$ cat src/design/jsu_pkg.sv
package jsu_pkg;

   // Error codes carried on each result
   typedef enum logic [2:0] {
      ERR_NONE          = 3'd0,
      ERR_MISSING_QUOTE = 3'd1,
      ERR_CONTROL_CHAR  = 3'd2,
      ERR_BAD_ESCAPE    = 3'd3,
      ERR_BAD_HEX       = 3'd4,
      ERR_BAD_SURROGATE = 3'd5
   } err_type;

   // Most result bytes one input byte can cause (a four-byte UTF-8 sequence)
   localparam int unsigned MAX_RUN = 4;

   // Default depth of the run queue between decoder and emitter
   localparam int unsigned QUEUE_DEPTH_DEFAULT = 4;

   // One run: every result caused by a single input item
   typedef struct packed {
      logic [MAX_RUN-1:0][7:0]       bytes;
      logic [$clog2(MAX_RUN)-1:0]    last_idx;
      logic                          byte_valid;
      logic                          string_done;
      err_type                       error_code;
   } run_type;

endpackage

$ cat src/design/jsu_front.sv
module jsu_front (
   input  logic              clock,
   input  logic              reset,
   input  logic              req_valid,
   output logic              req_ready,
   input  logic [7:0]        req_in_byte,
   input  logic              req_new_string,
   input  logic              queue_full,
   output logic              push,
   output jsu_pkg::run_type  push_run
);

   typedef enum logic [2:0] {
      PH_IDLE,
      PH_BODY,
      PH_ESC,
      PH_HEX1,
      PH_WANTBS,
      PH_WANTU,
      PH_HEX2
   } phase_type;

   localparam logic [7:0] CH_QUOTE     = 8'h22;
   localparam logic [7:0] CH_BACKSLASH = 8'h5C;
   localparam logic [7:0] CH_SLASH     = 8'h2F;
   localparam logic [7:0] CH_B         = 8'h62;
   localparam logic [7:0] CH_F         = 8'h66;
   localparam logic [7:0] CH_N         = 8'h6E;
   localparam logic [7:0] CH_T         = 8'h74;
   localparam logic [7:0] CH_R         = 8'h72;
   localparam logic [7:0] CH_U         = 8'h75;
   localparam logic [7:0] CH_NUL       = 8'h00;
   localparam logic [7:0] CH_SPACE     = 8'h20;

   // Return {ok, value} for one ASCII hex digit
   function automatic logic [4:0] hex_value(input logic [7:0] c);
      logic [4:0] r;
      r = 5'd0;
      if (c inside {[8'h30:8'h39]}) begin
         r = {1'b1, c[3:0]};
      end else if (c inside {[8'h41:8'h46], [8'h61:8'h66]}) begin
         r = {1'b1, c[3:0] + 4'd9};
      end
      return r;
   endfunction

   // Split one code point into its UTF-8 bytes
   function automatic jsu_pkg::run_type utf8_encode(input logic [20:0] u);
      jsu_pkg::run_type r;
      r = '0;
      r.byte_valid = 1'b1;
      r.error_code = jsu_pkg::ERR_NONE;
      if (u <= 21'h7F) begin
         r.bytes[0] = u[7:0];
         r.last_idx = 2'd0;
      end else if (u <= 21'h7FF) begin
         r.bytes[0] = {3'b110, u[10:6]};
         r.bytes[1] = {2'b10, u[5:0]};
         r.last_idx = 2'd1;
      end else if (u <= 21'hFFFF) begin
         r.bytes[0] = {4'b1110, u[15:12]};
         r.bytes[1] = {2'b10, u[11:6]};
         r.bytes[2] = {2'b10, u[5:0]};
         r.last_idx = 2'd2;
      end else begin
         r.bytes[0] = {5'b11110, u[20:18]};
         r.bytes[1] = {2'b10, u[17:12]};
         r.bytes[2] = {2'b10, u[11:6]};
         r.bytes[3] = {2'b10, u[5:0]};
         r.last_idx = 2'd3;
      end
      return r;
   endfunction

   phase_type        phase_ff, phase_in;
   logic [15:0]      accum_ff, accum_in;
   logic [15:0]      high_ff, high_in;
   logic [1:0]       count_ff, count_in;

   phase_type        cur_phase;
   logic [15:0]      cur_accum;
   logic [15:0]      cur_high;
   logic [1:0]       cur_count;
   logic [4:0]       hex;
   logic [15:0]      accum_shift;
   logic [20:0]      pair_cp;
   logic             emit;
   jsu_pkg::run_type run;
   logic             accept;

   assign req_ready = !queue_full;
   assign accept    = req_valid && req_ready;
   assign push      = accept && emit;
   assign push_run  = run;

   // Decode one byte against the current phase
   always_comb begin
      cur_phase   = req_new_string ? PH_BODY : phase_ff;
      cur_accum   = req_new_string ? 16'd0 : accum_ff;
      cur_high    = req_new_string ? 16'd0 : high_ff;
      cur_count   = req_new_string ? 2'd0 : count_ff;
      hex         = hex_value(req_in_byte);
      accum_shift = {cur_accum[11:0], hex[3:0]};
      pair_cp     = {1'b0, cur_high[9:0], accum_shift[9:0]} + 21'h10000;

      phase_in = cur_phase;
      accum_in = cur_accum;
      high_in  = cur_high;
      count_in = cur_count;
      emit     = 1'b0;
      run      = '0;
      run.error_code = jsu_pkg::ERR_NONE;

      case (cur_phase)
         PH_BODY: begin
            if (req_in_byte == CH_QUOTE) begin
               phase_in = PH_IDLE;
               emit = 1'b1;
               run.string_done = 1'b1;
            end else if (req_in_byte == CH_NUL) begin
               phase_in = PH_IDLE;
               emit = 1'b1;
               run.error_code = jsu_pkg::ERR_MISSING_QUOTE;
            end else if (req_in_byte == CH_BACKSLASH) begin
               phase_in = PH_ESC;
            end else if (req_in_byte < CH_SPACE) begin
               phase_in = PH_IDLE;
               emit = 1'b1;
               run.error_code = jsu_pkg::ERR_CONTROL_CHAR;
            end else begin
               emit = 1'b1;
               run.byte_valid = 1'b1;
               run.bytes[0] = req_in_byte;
            end
         end
         PH_ESC: begin
            phase_in = PH_BODY;
            emit = 1'b1;
            run.byte_valid = 1'b1;
            case (req_in_byte)
               CH_QUOTE:     run.bytes[0] = CH_QUOTE;
               CH_BACKSLASH: run.bytes[0] = CH_BACKSLASH;
               CH_SLASH:     run.bytes[0] = CH_SLASH;
               CH_B:         run.bytes[0] = 8'h08;
               CH_F:         run.bytes[0] = 8'h0C;
               CH_N:         run.bytes[0] = 8'h0A;
               CH_T:         run.bytes[0] = 8'h09;
               CH_R:         run.bytes[0] = 8'h0D;
               CH_U: begin
                  phase_in = PH_HEX1;
                  accum_in = 16'd0;
                  count_in = 2'd0;
                  emit = 1'b0;
                  run.byte_valid = 1'b0;
               end
               default: begin
                  phase_in = PH_IDLE;
                  run.byte_valid = 1'b0;
                  run.error_code = jsu_pkg::ERR_BAD_ESCAPE;
               end
            endcase
         end
         PH_HEX1, PH_HEX2: begin
            if (!hex[4]) begin
               phase_in = PH_IDLE;
               emit = 1'b1;
               run.error_code = jsu_pkg::ERR_BAD_HEX;
            end else begin
               accum_in = accum_shift;
               count_in = cur_count + 2'd1;
               // Fourth digit closes the group
               if (cur_count == 2'd3) begin
                  if (cur_phase == PH_HEX1) begin
                     if (accum_shift inside {[16'hD800:16'hDBFF]}) begin
                        high_in  = accum_shift;
                        phase_in = PH_WANTBS;
                     end else begin
                        phase_in = PH_BODY;
                        emit = 1'b1;
                        run = utf8_encode({5'd0, accum_shift});
                     end
                  end else if (!(accum_shift inside {[16'hDC00:16'hDFFF]})) begin
                     phase_in = PH_IDLE;
                     emit = 1'b1;
                     run.error_code = jsu_pkg::ERR_BAD_SURROGATE;
                  end else begin
                     phase_in = PH_BODY;
                     emit = 1'b1;
                     run = utf8_encode(pair_cp);
                  end
               end
            end
         end
         PH_WANTBS: begin
            if (req_in_byte == CH_BACKSLASH) begin
               phase_in = PH_WANTU;
            end else begin
               phase_in = PH_IDLE;
               emit = 1'b1;
               run.error_code = jsu_pkg::ERR_BAD_SURROGATE;
            end
         end
         PH_WANTU: begin
            if (req_in_byte == CH_U) begin
               phase_in = PH_HEX2;
               accum_in = 16'd0;
               count_in = 2'd0;
            end else begin
               phase_in = PH_IDLE;
               emit = 1'b1;
               run.error_code = jsu_pkg::ERR_BAD_SURROGATE;
            end
         end
         default: begin
            phase_in = PH_IDLE;
         end
      endcase
   end

   // Advance decode state on each accepted item
   always_ff @(posedge clock) begin
      if (reset) begin
         phase_ff <= PH_IDLE;
         accum_ff <= 16'd0;
         high_ff  <= 16'd0;
         count_ff <= 2'd0;
      end else if (accept) begin
         phase_ff <= phase_in;
         accum_ff <= accum_in;
         high_ff  <= high_in;
         count_ff <= count_in;
      end
   end

endmodule

$ cat src/design/jsu_queue.sv
module jsu_queue #(
   parameter int unsigned Depth = jsu_pkg::QUEUE_DEPTH_DEFAULT
) (
   input  logic              clock,
   input  logic              reset,
   input  logic              push,
   input  jsu_pkg::run_type  push_run,
   output logic              full,
   input  logic              pop,
   output logic              empty,
   output jsu_pkg::run_type  head_run
);

   localparam int unsigned PtrWidth   = (Depth > 1) ? $clog2(Depth) : 1;
   localparam int unsigned CountWidth = $clog2(Depth + 1);
   localparam logic [PtrWidth-1:0]   LastPtr  = PtrWidth'(Depth - 1);
   localparam logic [CountWidth-1:0] DepthCnt = CountWidth'(Depth);

   jsu_pkg::run_type        slot_ff [Depth];
   logic [PtrWidth-1:0]     wr_ptr_ff, wr_ptr_in;
   logic [PtrWidth-1:0]     rd_ptr_ff, rd_ptr_in;
   logic [CountWidth-1:0]   count_ff, count_in;

   assign full     = (count_ff == DepthCnt);
   assign empty    = (count_ff == '0);
   assign head_run = slot_ff[rd_ptr_ff];

   // Wrap pointers and track fill level
   always_comb begin
      wr_ptr_in = wr_ptr_ff;
      rd_ptr_in = rd_ptr_ff;
      count_in  = count_ff;
      if (push) begin
         wr_ptr_in = (wr_ptr_ff == LastPtr) ? '0 : wr_ptr_ff + 1'b1;
      end
      if (pop) begin
         rd_ptr_in = (rd_ptr_ff == LastPtr) ? '0 : rd_ptr_ff + 1'b1;
      end
      if (push && !pop) begin
         count_in = count_ff + 1'b1;
      end else if (pop && !push) begin
         count_in = count_ff - 1'b1;
      end
   end

   always_ff @(posedge clock) begin
      if (reset) begin
         wr_ptr_ff <= '0;
         rd_ptr_ff <= '0;
         count_ff  <= '0;
      end else begin
         wr_ptr_ff <= wr_ptr_in;
         rd_ptr_ff <= rd_ptr_in;
         count_ff  <= count_in;
      end
   end

   // Store pushed runs
   always_ff @(posedge clock) begin
      if (push) begin
         slot_ff[wr_ptr_ff] <= push_run;
      end
   end

`ifndef SYNTH
   a_no_push_full: assert property (@(posedge clock) disable iff (reset)
      push |-> !full) else $error("run pushed into full queue");
   a_no_pop_empty: assert property (@(posedge clock) disable iff (reset)
      pop |-> !empty) else $error("run popped from empty queue");
   a_count_track: assert property (@(posedge clock) disable iff (reset)
      (push && !pop) |=> (count_ff == $past(count_ff) + 1'b1))
      else $error("queue fill level lost a push");
`endif

endmodule

$ cat src/design/jsu_back.sv
module jsu_back (
   input  logic              clock,
   input  logic              reset,
   input  logic              queue_empty,
   input  jsu_pkg::run_type  head_run,
   output logic              pop,
   output logic              rsp_valid,
   input  logic              rsp_ready,
   output logic [7:0]        rsp_out_byte,
   output logic              rsp_byte_valid,
   output logic              rsp_string_done,
   output logic [2:0]        rsp_error_code,
   output logic              rsp_last_of_run
);

   jsu_pkg::run_type  run_ff, run_in;
   logic [1:0]        pos_ff, pos_in;
   logic              busy_ff, busy_in;
   logic              at_last;
   logic              load;

   assign at_last = (pos_ff == run_ff.last_idx);
   assign load    = !busy_ff || (rsp_ready && at_last);
   assign pop     = load && !queue_empty;

   assign rsp_valid       = busy_ff;
   assign rsp_out_byte    = run_ff.bytes[pos_ff];
   assign rsp_byte_valid  = run_ff.byte_valid;
   assign rsp_string_done = run_ff.string_done;
   assign rsp_error_code  = run_ff.error_code;
   assign rsp_last_of_run = at_last;

   // Step through the bytes of the current run, fetch the next at its end
   always_comb begin
      run_in  = run_ff;
      pos_in  = pos_ff;
      busy_in = busy_ff;
      if (load) begin
         busy_in = !queue_empty;
         pos_in  = 2'd0;
         if (!queue_empty) begin
            run_in = head_run;
         end
      end else if (rsp_ready) begin
         pos_in = pos_ff + 2'd1;
      end
   end

   always_ff @(posedge clock) begin
      if (reset) begin
         busy_ff <= 1'b0;
         pos_ff  <= 2'd0;
      end else begin
         busy_ff <= busy_in;
         pos_ff  <= pos_in;
      end
      run_ff <= run_in;
   end

`ifndef SYNTH
   a_pos_in_run: assert property (@(posedge clock) disable iff (reset)
      busy_ff |-> (pos_ff <= run_ff.last_idx))
      else $error("byte index ran past end of run");
   a_single_flag_run: assert property (@(posedge clock) disable iff (reset)
      (busy_ff && !run_ff.byte_valid) |-> (run_ff.last_idx == 2'd0))
      else $error("status result spans more than one beat");
`endif

endmodule

$ cat src/design/json_string_unescape_utf8_core.sv
// With the output idle, the first result of an input item is offered on rsp_valid once the
// accepted item has been written into the queue and then loaded into the output stage.
// Throughput: one input item per cycle; each input causes up to four results (UTF-8 bytes),
// and a run queue of QueueDepth entries absorbs bursts.
// Input stalls only when that queue is full.
// Reset (synchronous, active high) idles the decoder and empties the queue and output stage.
module json_string_unescape_utf8_core #(
   parameter int unsigned QueueDepth = jsu_pkg::QUEUE_DEPTH_DEFAULT
) (
   input  logic        clock,
   input  logic        reset,
   input  logic        req_valid,
   output logic        req_ready,
   input  logic [7:0]  req_in_byte,
   input  logic        req_new_string,
   output logic        rsp_valid,
   input  logic        rsp_ready,
   output logic [7:0]  rsp_out_byte,
   output logic        rsp_byte_valid,
   output logic        rsp_string_done,
   output logic [2:0]  rsp_error_code,
   output logic        rsp_last_of_run
);

   logic              push;
   logic              pop;
   logic              full;
   logic              empty;
   jsu_pkg::run_type  push_run;
   jsu_pkg::run_type  head_run;

   jsu_front u_front (
      .clock          (clock),
      .reset          (reset),
      .req_valid      (req_valid),
      .req_ready      (req_ready),
      .req_in_byte    (req_in_byte),
      .req_new_string (req_new_string),
      .queue_full     (full),
      .push           (push),
      .push_run       (push_run)
   );

   jsu_queue #(
      .Depth (QueueDepth)
   ) u_queue (
      .clock    (clock),
      .reset    (reset),
      .push     (push),
      .push_run (push_run),
      .full     (full),
      .pop      (pop),
      .empty    (empty),
      .head_run (head_run)
   );

   jsu_back u_back (
      .clock           (clock),
      .reset           (reset),
      .queue_empty     (empty),
      .head_run        (head_run),
      .pop             (pop),
      .rsp_valid       (rsp_valid),
      .rsp_ready       (rsp_ready),
      .rsp_out_byte    (rsp_out_byte),
      .rsp_byte_valid  (rsp_byte_valid),
      .rsp_string_done (rsp_string_done),
      .rsp_error_code  (rsp_error_code),
      .rsp_last_of_run (rsp_last_of_run)
   );

endmodule
$ cat config.mk
export PLATFORM = sky130hd
export DESIGN_NAME = json_string_unescape_utf8_core
export DESIGN_NICKNAME = d
export VERILOG_FILES = /design/src/design/jsu_pkg.sv /design/src/design/jsu_front.sv /design/src/design/jsu_queue.sv /design/src/design/jsu_back.sv /design/src/design/json_string_unescape_utf8_core.sv
export SDC_FILE = /design/constraint.sdc
export NUM_CORES = 1
export LEC_CHECK = 0
export BUFFER_PORTS_ARGS = -buffer_cell sky130_fd_sc_hd__clkbuf_2
export CAP_MARGIN = 25
export CORE_UTILIZATION = 56
export DETAILED_ROUTE_END_ITERATION = 7
export MAX_ROUTING_LAYER = met4
export PLACE_DENSITY_LB_ADDON = 0.15
export RECOVER_POWER = 50
export SYNTH_ARGS = -nofsm -noshare
export SYNTH_HDL_FRONTEND = slang
export SYNTH_SLANG_ARGS = --single-unit
$ cat constraint.sdc
create_clock -name clock -period 4.48 [get_ports clock]
set_clock_uncertainty 0.15 [all_clocks]
set_input_delay 0.672 -clock clock [delete_from_list [all_inputs] [get_ports clock]]
set_output_delay 0.672 -clock clock [all_outputs]
set_load 0.02 [all_outputs]
Yosys cells after proc, flatten, opt, wreduce, memory -nomap -nowiden --
Memories as Yosys holds them, arrays and structs flattened. A register that Yosys moved wholly into a read port is not among the register bits. Index checks and enable logic that the tools add are counted.
Word-level totals: bits in writable memories 156, output and inout port bits 16, memories 1, flip-flop bits (word level) 47, input port bits 13
Operators by class: $lt $le $gt $ge 17, $add $sub $neg 8, reduce and logical (&&, ||, !) cells 27, muxes and demuxes 102, bitwise gates (word level) 1, equal/unequal tests 20
Memories:
- u_queue.slot_ff | depth 4, width 39, rd ports 1, clocked after memory_dff 1, wr ports 1, RTL line jsu_queue.sv:19 | jsu_pkg::run_type slot_ff [Depth];
Operators with widths (count):
- $mux W26 | 14
- $mux W16 | 11
- $mux W39 | 3
- $mux W24 | 3
- $mux W36 | 2
- $mux W3 | 20
- $eq A8 B7 Y1 const B | 7
- $mux W8 | 7
- $pmux W7 S8 | 1
- $mux W18 | 2
- $ge A16 B16 Y1 const B | 2
- $le A16 B16 Y1 const B | 2
- $pmux W16 S2 | 1
- $pmux W3 S5 | 2
- $pmux W8 S3 | 1
- $add A20 B17 Y21 const B | 1
- $le A21 B11 Y1 const B | 1
- $le A21 B16 Y1 const B | 1
- $le A21 B7 Y1 const B | 1
- $mux W10 | 2
- $mux W1 | 17
- $bmux W8 S2 | 1
- $eq A8 B6 Y1 const B | 2
- $ge A8 B7 Y1 const B | 2
- other kinds (33) | 69

Depth between registers and ports, before layout --
Gate-level depths: netlist of run 1.
depth after elaboration 22, depth in mapped cells 15, mapped depth without buffers 13

By module --
A second synthesis of run 1 with hierarchy kept.
Unflattened totals: cell total of the unflattened synthesis 810, area total of the unflattened synthesis 11009.3 µm²
By module, submodules not included:
- jsu_queue | instances 1, cells an instance 247, area an instance 6058.3 µm²
- jsu_front | instances 1, cells an instance 492, area an instance 3384.5 µm²
- jsu_back | instances 1, cells an instance 71, area an instance 1566.5 µm²

Worst setup path before layout of run 1 --
No wires, ideal clock.
kind register -> register, start reg u_back.pos_ff[1], end reg u_queue.count_ff[2], arrival 4381 ps, slack -121 ps, cell stages (with the launch flop) 13, setup time 71 ps, data required time 4259 ps, cell sequence dfxtp_1 clkbuf_1 xor2_1 nor2_1 nand2_1 a21oi_1 inv_1 ha_1 inv_1 fa_1 xor2_1 or3_1 a21oi_1
Between the ends: cells in the longest elaborated chain, start to end 7
RTL lines:
- start, declared | RTL line jsu_back.sv:17 | logic [1:0] pos_ff, pos_in;
- start signal, assigned | RTL line jsu_back.sv:55 | pos_ff <= pos_in;
- $eq A2 B2 Y1 (*) | RTL line jsu_back.sv:22 | assign at_last = (pos_ff == run_ff.last_idx);
- named net rsp_last_of_run | RTL line json_string_unescape_utf8_core.sv:22 | output logic rsp_last_of_run
- $logic_and A1 B1 Y1 (*) | RTL line jsu_back.sv:23 | assign load = !busy_ff || (rsp_ready && at_last);
- $logic_or A1 B1 Y1 (*) | RTL line jsu_back.sv:23
- $logic_and A1 B1 Y1 (*) | RTL line jsu_back.sv:24 | assign pop = load && !queue_empty;
- named net pop | RTL line json_string_unescape_utf8_core.sv:26 | logic pop;
- $logic_not A1 Y1 | RTL line jsu_queue.sv:39 | if (push && !pop) begin
- $logic_and A1 B1 Y1 | RTL line jsu_queue.sv:39
- $mux W3 or $reduce_bool A2 Y1 (tied branches)
- end signal, assigned | RTL line jsu_queue.sv:54 | count_ff <= count_in;
- end, declared | RTL line jsu_queue.sv:22 | logic [CountWidth-1:0] count_ff, count_in;
Mark *: on every way through the listed nets, which the timed path passes. The rest lies on a longest branch. A chain may end at the register's enable or synchronous reset.

==> run metrics, run 1 <==
first-pass GRT wire length 38.8 mm; metal3 WL 1.40 mm; Cells after DPL 1030; worst rel slew slack -43.2%; Ports 29; Final min period 3890 ps; Layout area overhead 12.1%; Die W 136 um; FF+latch area 6000 sq um; Post-synth EDFFs 175; WS Path Type input port to register; Iter 0 DRT Violations 542; Place WS 87.5 ps; crit path max-delay cell type o41ai_2; crit path cell chain clkbuf_2, inv_1, ha_1, or3b_1, a21oi_1, o2bb2ai_2, o41ai_2, o31a_1, a21boi_1, a221o_1, a221o_1; max incr delay on CP 640 ps; Worst-Margin Slew 2150 ps; CP dominant cell by count a221o_1; largest net degree at the start of global routing 38; FF+latch count, synth 212; vias 6819; setup tns final 0 ps; chip height 136 um; TritonCTS Sinks 212; PortBufs 28; number of fill cells 1337; Lkg Pwr 3.68 nW; Synth cell types 85; CTS Buf Count 22; share of the synthesized area in the top cell type 52.2%; CP Buf/Inv Count 2; 1st-pass router iterations 5; Core Util, Final 64.8%; Routed Antenna Nets 0; total power 5.37 mW; top routing layer in use met4; unrepaired setup endpoints after global routing no; drt wl/cell 24.2 um; final hold slack 354 ps; Max Cap Viol 2; Multi-input gate area 3840 sq um; Syn Nets 800; CTS tree built; synthesized area 10100 sq um; FFs w/ async S/R, synth 0%; Cell Pwr Density 475 nW/um^2; Hold Violations, Final 0; VDD IR max 0.000367 V; Slew Limit Fails 61; Clock Root Buffer clkbuf_16; Crit. End Element register; GPL Wtd Cong 1.03; Seq/Total Area, Yosys 59.5%; CP Data Arrival Time 3980 ps; wire length on met1 11.2 mm; final worst setup slack 591 ps; post-DP HPWL 17.8 mm; post-cts resize count 0; final wirelength 25.9 mm; Synth area leaders edfxtp_1 52%, mux4_2 9.4%, dfxtp_1 7.4%; Finished Layout Cells 1070; Setup Fix Bufs, Post-CTS 0; Max Clock Freq 257 MHz; hold buffer count at CTS 0; critical path fanouts, max 9; endpoints failing setup 0; CTS max path bufs 3; DIE AREA 18500 sq um; Vias per Instance 6.37; failing checks max-capacitance violations, max-slew violations; Starting Density 57.8%; Primary FF master, synth edfxtp_1; fraction of layout cells with a size suffix above 1 16.7%; final instance area 11300 sq um; Syn Inst Count 773; DR DRC count 0; CP Launch Type input port; H-tree levels 1; post-route clock period utilization 86.8%; Final #Nets 856; met2 wire len 12.2 mm; Placed Area 10700 sq um; initial antenna violation count 1; Syn Area/Cell 13.0 sq um; Synth area leader edfxtp_1; # rows 48; vias in the first global route 6642; CTS clk-pin slew, worst paths 60 ps; worst hold path class register to register; Tot GR Track Use 29.5%; gr ovfl total 0; status finished with violations; critical path's top delay family compound AO/OA/AOI/OAI gates; CORE AREA 17400 sq um; Worst-Skew Late Latency 510 ps; Critical Path RT 4570 ps; Ys Warns 0
## layout by cell type, fill, tap and decap left out, types with 4 or more instances in the layout
cell       synthesis  layout
nand4_1            6       6
or3_1              7       7
nor2b_1           21      21
clkbuf_1          28      33
or2_2              4       4
and2_0             1       6
a22oi_1           23      23
xor2_1             5       5
dfxtp_1           37      37
edfxtp_1         175     175
nor2_1            73      73
nand2_1           56      56
o21ai_1            9       9
o21ai_0           21      21
o31ai_1            5       5
nor3_1            25      25
and3_1             5       5
a21boi_0           4       4
mux2i_1            8       8
inv_1             18      18
a221o_1            6       6
and2_1            11       6
a21oi_1           36      35
ha_1              13      13
clkinv_1           0       5
buf_4              3      34
a211oi_1           4       4
a32oi_1            4       4
o221ai_1           5       5
clkbuf_16          0      22
nor4_1             6       6
nand2b_1          11      11
nand3_1           13      13
clkbuf_2           0      14
o22ai_1            6       6
mux2_2             4       4
mux4_2            42      42
## sequential cells by signal, indices dropped and copies added, names as in the netlist
register	count
u_queue.slot_ff	140
u_back.run_ff	30
u_front.accum_ff	12
u_front.high_ff	10
u_back.rsp_error_code	3
u_front.phase_ff	3
u_queue.count_ff	3
u_back.pos_ff	2
u_front.count_ff	2
u_queue.rd_ptr_ff	2
u_queue.wr_ptr_ff	2
u_back.rsp_byte_valid	1
u_back.rsp_string_done	1
u_back.rsp_valid	1
## where the power goes
| group | switching [mW] | leakage [nW] | internal (mW) |
|---|---|---|---|
| combinational | 0.626 | 1.45 | 0.425 |
| sequential | 0.129 | 1.90 | 2.45 |
| clock | 0.718 | 0.331 | 1.02 |
| total | 1.47 | 3.68 | 3.89 |
## worst register-to-register path, delay by kind of cell, from the launching register on
family / cells / cell delay, ps
AOI/OAI and AO/OA: 1 / 170
and+or+nand+nor: 3 / 500
DFF: 1 / 810
buffers and inverters: 1 / 1540
muxes: 1 / 320
xor gates and xnor gates: 1 / 150
## cells by family (layout without fill, tap and decap cells)
group / Yosys count / after routing / synth area share (%)
DFF: 212 / 212 / 59.5
xor gates and xnor gates: 8 / 8 / 0.696
buffers and inverters: 60 / 131 / 2.50
AOI/OAI and AO/OA: 164 / 164 / 11.4
other: 0 / 1 / 0
adders and majority gates: 14 / 14 / 1.81
muxes: 55 / 55 / 10.8
and+or+nand+nor: 260 / 260 / 13.3
## routing by layer
layer | track usage, % | vias up
li1 | - | 3126
met1 | 39.1 | 3383
met2 | 46.2 | 249
met3 | 4.25 | 61
met4 | 10.9 | 0
met5 | - | -
## Yosys cell counts (3+ instances only)
master	number
edfxtp_1	175
nor2_1	73
nand2_1	56
mux4_2	42
dfxtp_1	37
a21oi_1	36
clkbuf_1	28
nor3_1	25
a22oi_1	23
nor2b_1	21
o21ai_0	21
inv_1	18
ha_1	13
nand3_1	13
and2_1	11
nand2b_1	11
o21ai_1	9
mux2i_1	8
or3_1	7
a221o_1	6
buf_2	6
nand4_1	6
nor4_1	6
o22ai_1	6
and3_1	5
o221ai_1	5
o31ai_1	5
xor2_1	5
a211oi_1	4
a21boi_0	4
a32oi_1	4
buf_1	4
mux2_2	4
or2_2	4
a21o_1	3
a221oi_1	3
a2bb2oi_1	3
buf_4	3
xnor2_1	3
## layout make-up
cell class	count	share of cell area [%]
inverter	18	0.598
clock inverter	10	0.964
tap	225	2.49
timing repair buffer	74	3.74
multi-input combinational	501	34.0
clock buffer	29	5.11
sequential	212	53.1
antenna	1	0.0222
## path summary, 6_finish.rpt
| kind | start | endpoint | slack [ps] | depth (start not counted) |
|---|---|---|---|---|
| hold / removal | u_front.count_ff[0] | u_front.count_ff[0] | 350 | 2 |
| setup reg to reg | u_back.pos_ff[0] | u_queue.rd_ptr_ff[1] | 690 | 7 |
| hold reg to reg | u_front.count_ff[0] | u_front.count_ff[0] | 350 | 2 |
| setup / recovery | req_in_byte[0] | u_queue.slot_ff[2][11] | 590 | 11 |
No activity file was read; power rests on OpenSTA's default activity.
==> run 2: changes to the inputs <==
Settings changed: CORE_UTILIZATION 56 to 60.
Clock period 4.48 ns to 3.6 ns, I/O delays scaled along.
==> run 2 against run 1 <==
The flow now finishes without violations. Worst setup slack worse by 580 ps. Die area is 6.6% lower. Sequential cell count stayed put. Sequential share of layout area is 2.8 points lower. Critical path depth is 3 higher. Clock power is 31% higher. Critical path type is now register to register. Largest power group unchanged. Highest routed layer unchanged.
==> run metrics, run 2 (synthesized netlist as in run 1, its figures left out) <==
most common cell after layout, fill and taps aside edfxtp_1; CTS Buf Count 22; Vias per Instance 6.70; TritonCTS Sinks 212; Hold Violations, Final 0; vias in the first global route 7446; number of fill cells 1075; CP dominant cell by count buf_4; Ports 29; drt wl/cell 26.1 um; hold buffer count at CTS 0; final wirelength 29.5 mm; grt met2 use 58.6%; Final #Nets 920; gr ovfl total 0; critical path fanouts, max 7; CORE AREA 16500 sq um; Cell Pwr Density 580 nW/um^2; crit path cell chain nand2_1, inv_1, ha_4, and3b_2, a32oi_1, nor4_1, buf_4, o41ai_1, and3_1, buf_4, and3_1, nor2_1, buf_4, nor2_1; Slew Limit Fails 0; Critical Path RT 3690 ps; top flop regs u_queue.slot_ff (140), u_back.run_ff (30), u_front.accum_ff (12); Global Route met3 Usage 5.29%; Worst-Skew Late Latency 500 ps; Place WS -367 ps; most frequent cells in the layout 175 x edfxtp_1, 91 x buf_4, 67 x nor2_1; busiest grt layer met2; Crit. End Element register; WS Path Type register to register; endpoints failing setup 0; worst rel slew slack 30.1%; Iter 0 DRT Violations 873; CTS tree built; unrepaired setup endpoints after global routing yes; initial antenna violation count 0; DIE AREA 17300 sq um; CTS max path bufs 3; max incr delay on CP 570 ps; setup tns final 0 ps; CP Data Arrival Time 3680 ps; Core Util, Final 72.4%; # rows 47; Layout area overhead 18.3%; max FFs per register 140; largest net degree at the start of global routing 39; RR Startpoint u_front.high_ff[6]; GR Util met1 46.9%; Lkg Pwr 4.01 nW; crit path max-delay cell type nor4_1; VDD IR max 0.000389 V; Worst-Margin Slew 1050 ps; Final min period 3590 ps; Die W 132 um; PortBufs 28; total power 6.91 mW; GPL Wtd Cong 1.01; vias 7566; Routed Antenna Nets 0; CTS clk-pin slew, worst paths 60 ps; worst hold start rsp_ready; worst hold path class input port to register; first-pass GRT wire length 45.3 mm; Tot GR Track Use 36.0%; R2R setup slack 8 ps; fraction of layout cells with a size suffix above 1 25.1%; Max Clock Freq 278 MHz; Max Cap Viol 0; post-DP HPWL 19.7 mm; final hold slack 233 ps; crit path launch u_front.high_ff[6]; diode count 0; DR DRC count 0; H-tree levels 1; final worst setup slack 8.47 ps; CP Launch Type register; 1st-pass router iterations 5; status completed; Top reg by flops u_queue.slot_ff; Starting Density 61.2%; post-route clock period utilization 99.8%; Clock Root Buffer clkbuf_16; chip height 132 um
run 2: cell count changes in the layout (fill, tap and decap cells not counted), moves of 4 or more:
cell      before  now
buf_4         34   91
nor2_1        73   67
nor2_2         0    6
clkbuf_1      33   29
clkbuf_4       0    4
run 2: through the flow:
step	cells	area, sq um
detailed placement	1088	11200
floorplan	773	10100
global route	1129	11900
CTS	1128	12000
global placement	1088	11200
finish	1129	11900
run 2: routing by layer:
layer	wire (um)	part of all wire, %	up-vias
li1	-	-	3261
met1	11200	38	3679
met2	14400	49	533
met3	2750	9.3	93
met4	1210	4.1	0
met5	0	0	-
run 2: area by class of cell:
type	instances	area, sq um	share of cell area (%)
Timing Repair Buffer	138	922	7.74
Sequential cell	212	6000	50.3
Multi-Input combinational cell	501	3930	32.9
Clock buffer	23	576	4.83
Tap cell	220	275	2.31
Inverter	18	67.6	0.567
Clock inverter	17	154	1.29
run 2: report_power, final:
group | internal, mW | switching, mW
combinational | 0.585 | 0.861
sequential | 3.03 | 0.144
clock | 1.32 | 0.966
run 2: worst max-delay path, delay by kind of cell, from the launching register on:
family / cells / cell delay [ps]
simple gates: 7 / 1650
fa+ha+maj: 1 / 150
compound gates: 2 / 250
flops: 1 / 390
buf+inv: 4 / 740
run 2: final timing paths:
check                           end  cells past startpoint
min reg2reg     u_queue.count_ff[2]                      2
max          u_queue.slot_ff[1][25]                     14
max reg2reg  u_queue.slot_ff[1][25]                     14
min                u_back.pos_ff[0]                      3
run 2: repair_timing:
action                     CTS  global route
setup buffers                0             0
setup endpoints to repair    0            47
resized for setup            0            14
==> run 3: changes to the inputs <==
Settings changed: SYNTH_HIERARCHICAL set to 1.
==> run 3 against run 2 <==
The run now ends with max-capacitance violations, max-slew violations left. Power rose by 5.0%. Global-route usage down 4.1 points. Combinational power decreased by 8%. Clock-buffer cell count rose by 3. Maximum frequency grew 3.0%. Area after synthesis grew 9.3%. Sequential power up 14%. Largest power group unchanged.
==> run metrics, run 3 <==
post-cts resize count 0; Final #Nets 955; Iter 0 DRT Violations 698; top flop regs u_queue/slot_ff (156), u_back/run_ff (34), u_front/accum_ff (12); hold buffer count at CTS 0; FFs w/ async S/R, synth 0%; unrepaired setup endpoints after global routing no; TritonCTS Sinks 234; CTS tree built; Finished Layout Cells 1173; number of fill cells 1217; CP Data Arrival Time 3720 ps; Critical Path End u_queue/slot_ff[1][17]; Hold Violations, Final 0; PortBufs 28; vias in the first global route 7545; # rows 49; WS Path Type register to register; Primary FF master, synth edfxtp_1; Sw Share 27.4%; Max Cap Viol 1; Cells after DPL 1130; Synth area leaders edfxtp_1 53%, mux4_2 9.4%, dfxtp_1 7.1%; Worst-Skew Late Latency 510 ps; worst hold path class input port to register; Ports 29; Syn Inst Count 810; VDD IR max 0.000679 V; Comb pwr share 18.3%; DR DRC count 0; vias 7686; Worst-Margin Slew 1970 ps; critical path fanouts, max 6; count leader, synth edfxtp_1; status finished with violations; crit path max-delay cell type or4_4; first-pass GRT wire length 42.8 mm; Net Sw Power 1.99 mW; CTS clk-pin slew, worst paths 60 ps; final hold slack 192 ps; Syn Area/Cell 13.6 sq um; most frequent cells in the layout 195 x edfxtp_1, 89 x buf_4, 70 x nor2_1; critical path depth 12; Sequential Power Share 50.2%; Crit. End Element register; Worst R2R Path Depth 12; gr ovfl total 0; Max Clock Freq 287 MHz; Synth cell types 86; Top reg by flops u_queue/slot_ff; Setup Fix Bufs, Post-CTS 0; share of the synthesized area in the top cell type 53.2%; GPL Wtd Cong 0.980; CTS max path bufs 3; max incr delay on CP 460 ps; clock network power share 31.5%; Final min period 3490 ps; CP Launch Type register; Routed Antenna Nets 0; crit path launch u_front/high_ff[6]; Slew Limit Fails 40; Starting Density 61.3%; Seq/Total Area, Yosys 60.3%; Synth area leader edfxtp_1; fraction of layout cells with a size suffix above 1 24.3%; post-DP HPWL 19.9 mm; Cell Pwr Density 569 nW/um^2; CORE AREA 18000 sq um; failing checks max-capacitance violations, max-slew violations; Die W 137 um; 1st-pass router iterations 8; Clock Root Buffer clkbuf_16; max FFs per register 156; final wirelength 28.4 mm; Lkg Pwr 4.23 nW; FF+latch count, synth 234; largest net degree at the start of global routing 42; RR Startpoint u_front/high_ff[6]; Int Power 5.26 mW; CP Buf/Inv Count 2; H-tree levels 1; Synth top cells by count 195 x edfxtp_1, 70 x nor2_1, 50 x nand2_1, 46 x mux4_2, 39 x dfxtp_1; synthesized area 11000 sq um; drt wl/cell 24.3 um; crit path cell chain and2b_1, ha_4, and3b_1, a32oi_1, or3_4, or4_4, o21ai_4, buf_4, o31a_1, nor2_1, a2111oi_2, buf_4; Vias per Instance 6.55; critical path's top delay family simple AND/OR/NAND/NOR gates; initial antenna violation count 0; diode count 0; RR Endpoint u_queue/slot_ff[1][17]; DIE AREA 18900 sq um; Layout area overhead 15.8%; Ys Warns 6; Post-synth EDFFs 195; most common cell after layout, fill and taps aside edfxtp_1; worst rel slew slack -31.2%; Critical Path RT 3830 ps; endpoints failing setup 0; chip height 137 um; Placed Area 12200 sq um; R2R setup slack 110 ps; final instance area 12800 sq um; CTS Buf Count 24; post-route clock period utilization 96.9%; CP dominant cell by count buf_4; Tot GR Track Use 31.9%
-- run 3: cell count changes after synthesis, sizes merged, moves of 6 or more --
cell / delta
buf: +11
clkbuf: -8
edfxtp: +20
nand2: -7
nor3: -6
o21ai: -7
-- run 3: power by group through the flow --
stage,clock [mW],combinational [mW],sequential [mW]
4_1_cts,2.32,1.40,3.65
3_3_place_gp,0,1.34,3.65
5_1_grt,2.43,1.43,3.68
6_report,2.29,1.33,3.64
3_5_place_dp,0,1.38,3.68
2_1_floorplan,0,1.06,3.53
-- run 3: final cells by class --
type / count / area (sq um) / share of cell area [%]
Clock buffer: 26 / 608 / 4.77
Clock inverter: 17 / 119 / 0.932
Inverter: 17 / 63.8 / 0.500
Multi-Input combinational cell: 516 / 4140 / 32.5
Sequential cell: 234 / 6640 / 52.0
Tap cell: 229 / 287 / 2.25
Timing Repair Buffer: 134 / 900 / 7.05
-- run 3: cells by family after synthesis --
group	Yosys count	synth area share, %
adders and majority gates	15	1.77
AOI/OAI and AO/OA	163	10.4
and+or+nand+nor	269	13.3
DFF	234	60.3
xor gates and xnor gates	9	0.716
other	1	0.0341
buffers and inverters	62	2.86
muxes	57	10.6
-- run 3: how the worst min path moves through the flow --
stage / from / to / slack [ps] / cells past startpoint
floorplan: u_queue/count_ff[2] / u_queue/count_ff[2] / 310 / 2
global placement: u_queue/count_ff[2] / u_queue/count_ff[2] / 330 / 2
detailed placement: u_front/count_ff[1] / u_front/count_ff[1] / 350 / 2
CTS: rsp_ready / u_back/rsp_valid / 170 / 2
global route: rsp_ready / u_back/rsp_valid / 190 / 2
finish: rsp_ready / u_back/rsp_valid / 190 / 2
-- run 3: per-layer routing --
metal	track usage (%)	part of all wire [%]
met1	41.7	40
met2	50.6	48
met3	4.93	8.1
met4	12.3	3.5
met5	-	0
-- run 3: per-stage QoR --
| step | setup TNS (ps) | utilization (%) | total power, mW | setup WS, ps |
|---|---|---|---|---|
| final | 0 | 71.0 | 7.25 | 112 |
| after detailed placement | -7370 | 67.7 | 5.06 | -275 |
| after floorplan | -957 | - | 4.59 | -209 |
| after global placement | -4130 | 67.7 | 4.99 | -169 |
| after global routing | 0 | 71.0 | 7.53 | 26.5 |
| after CTS | 0 | 71.8 | 7.37 | 154 |
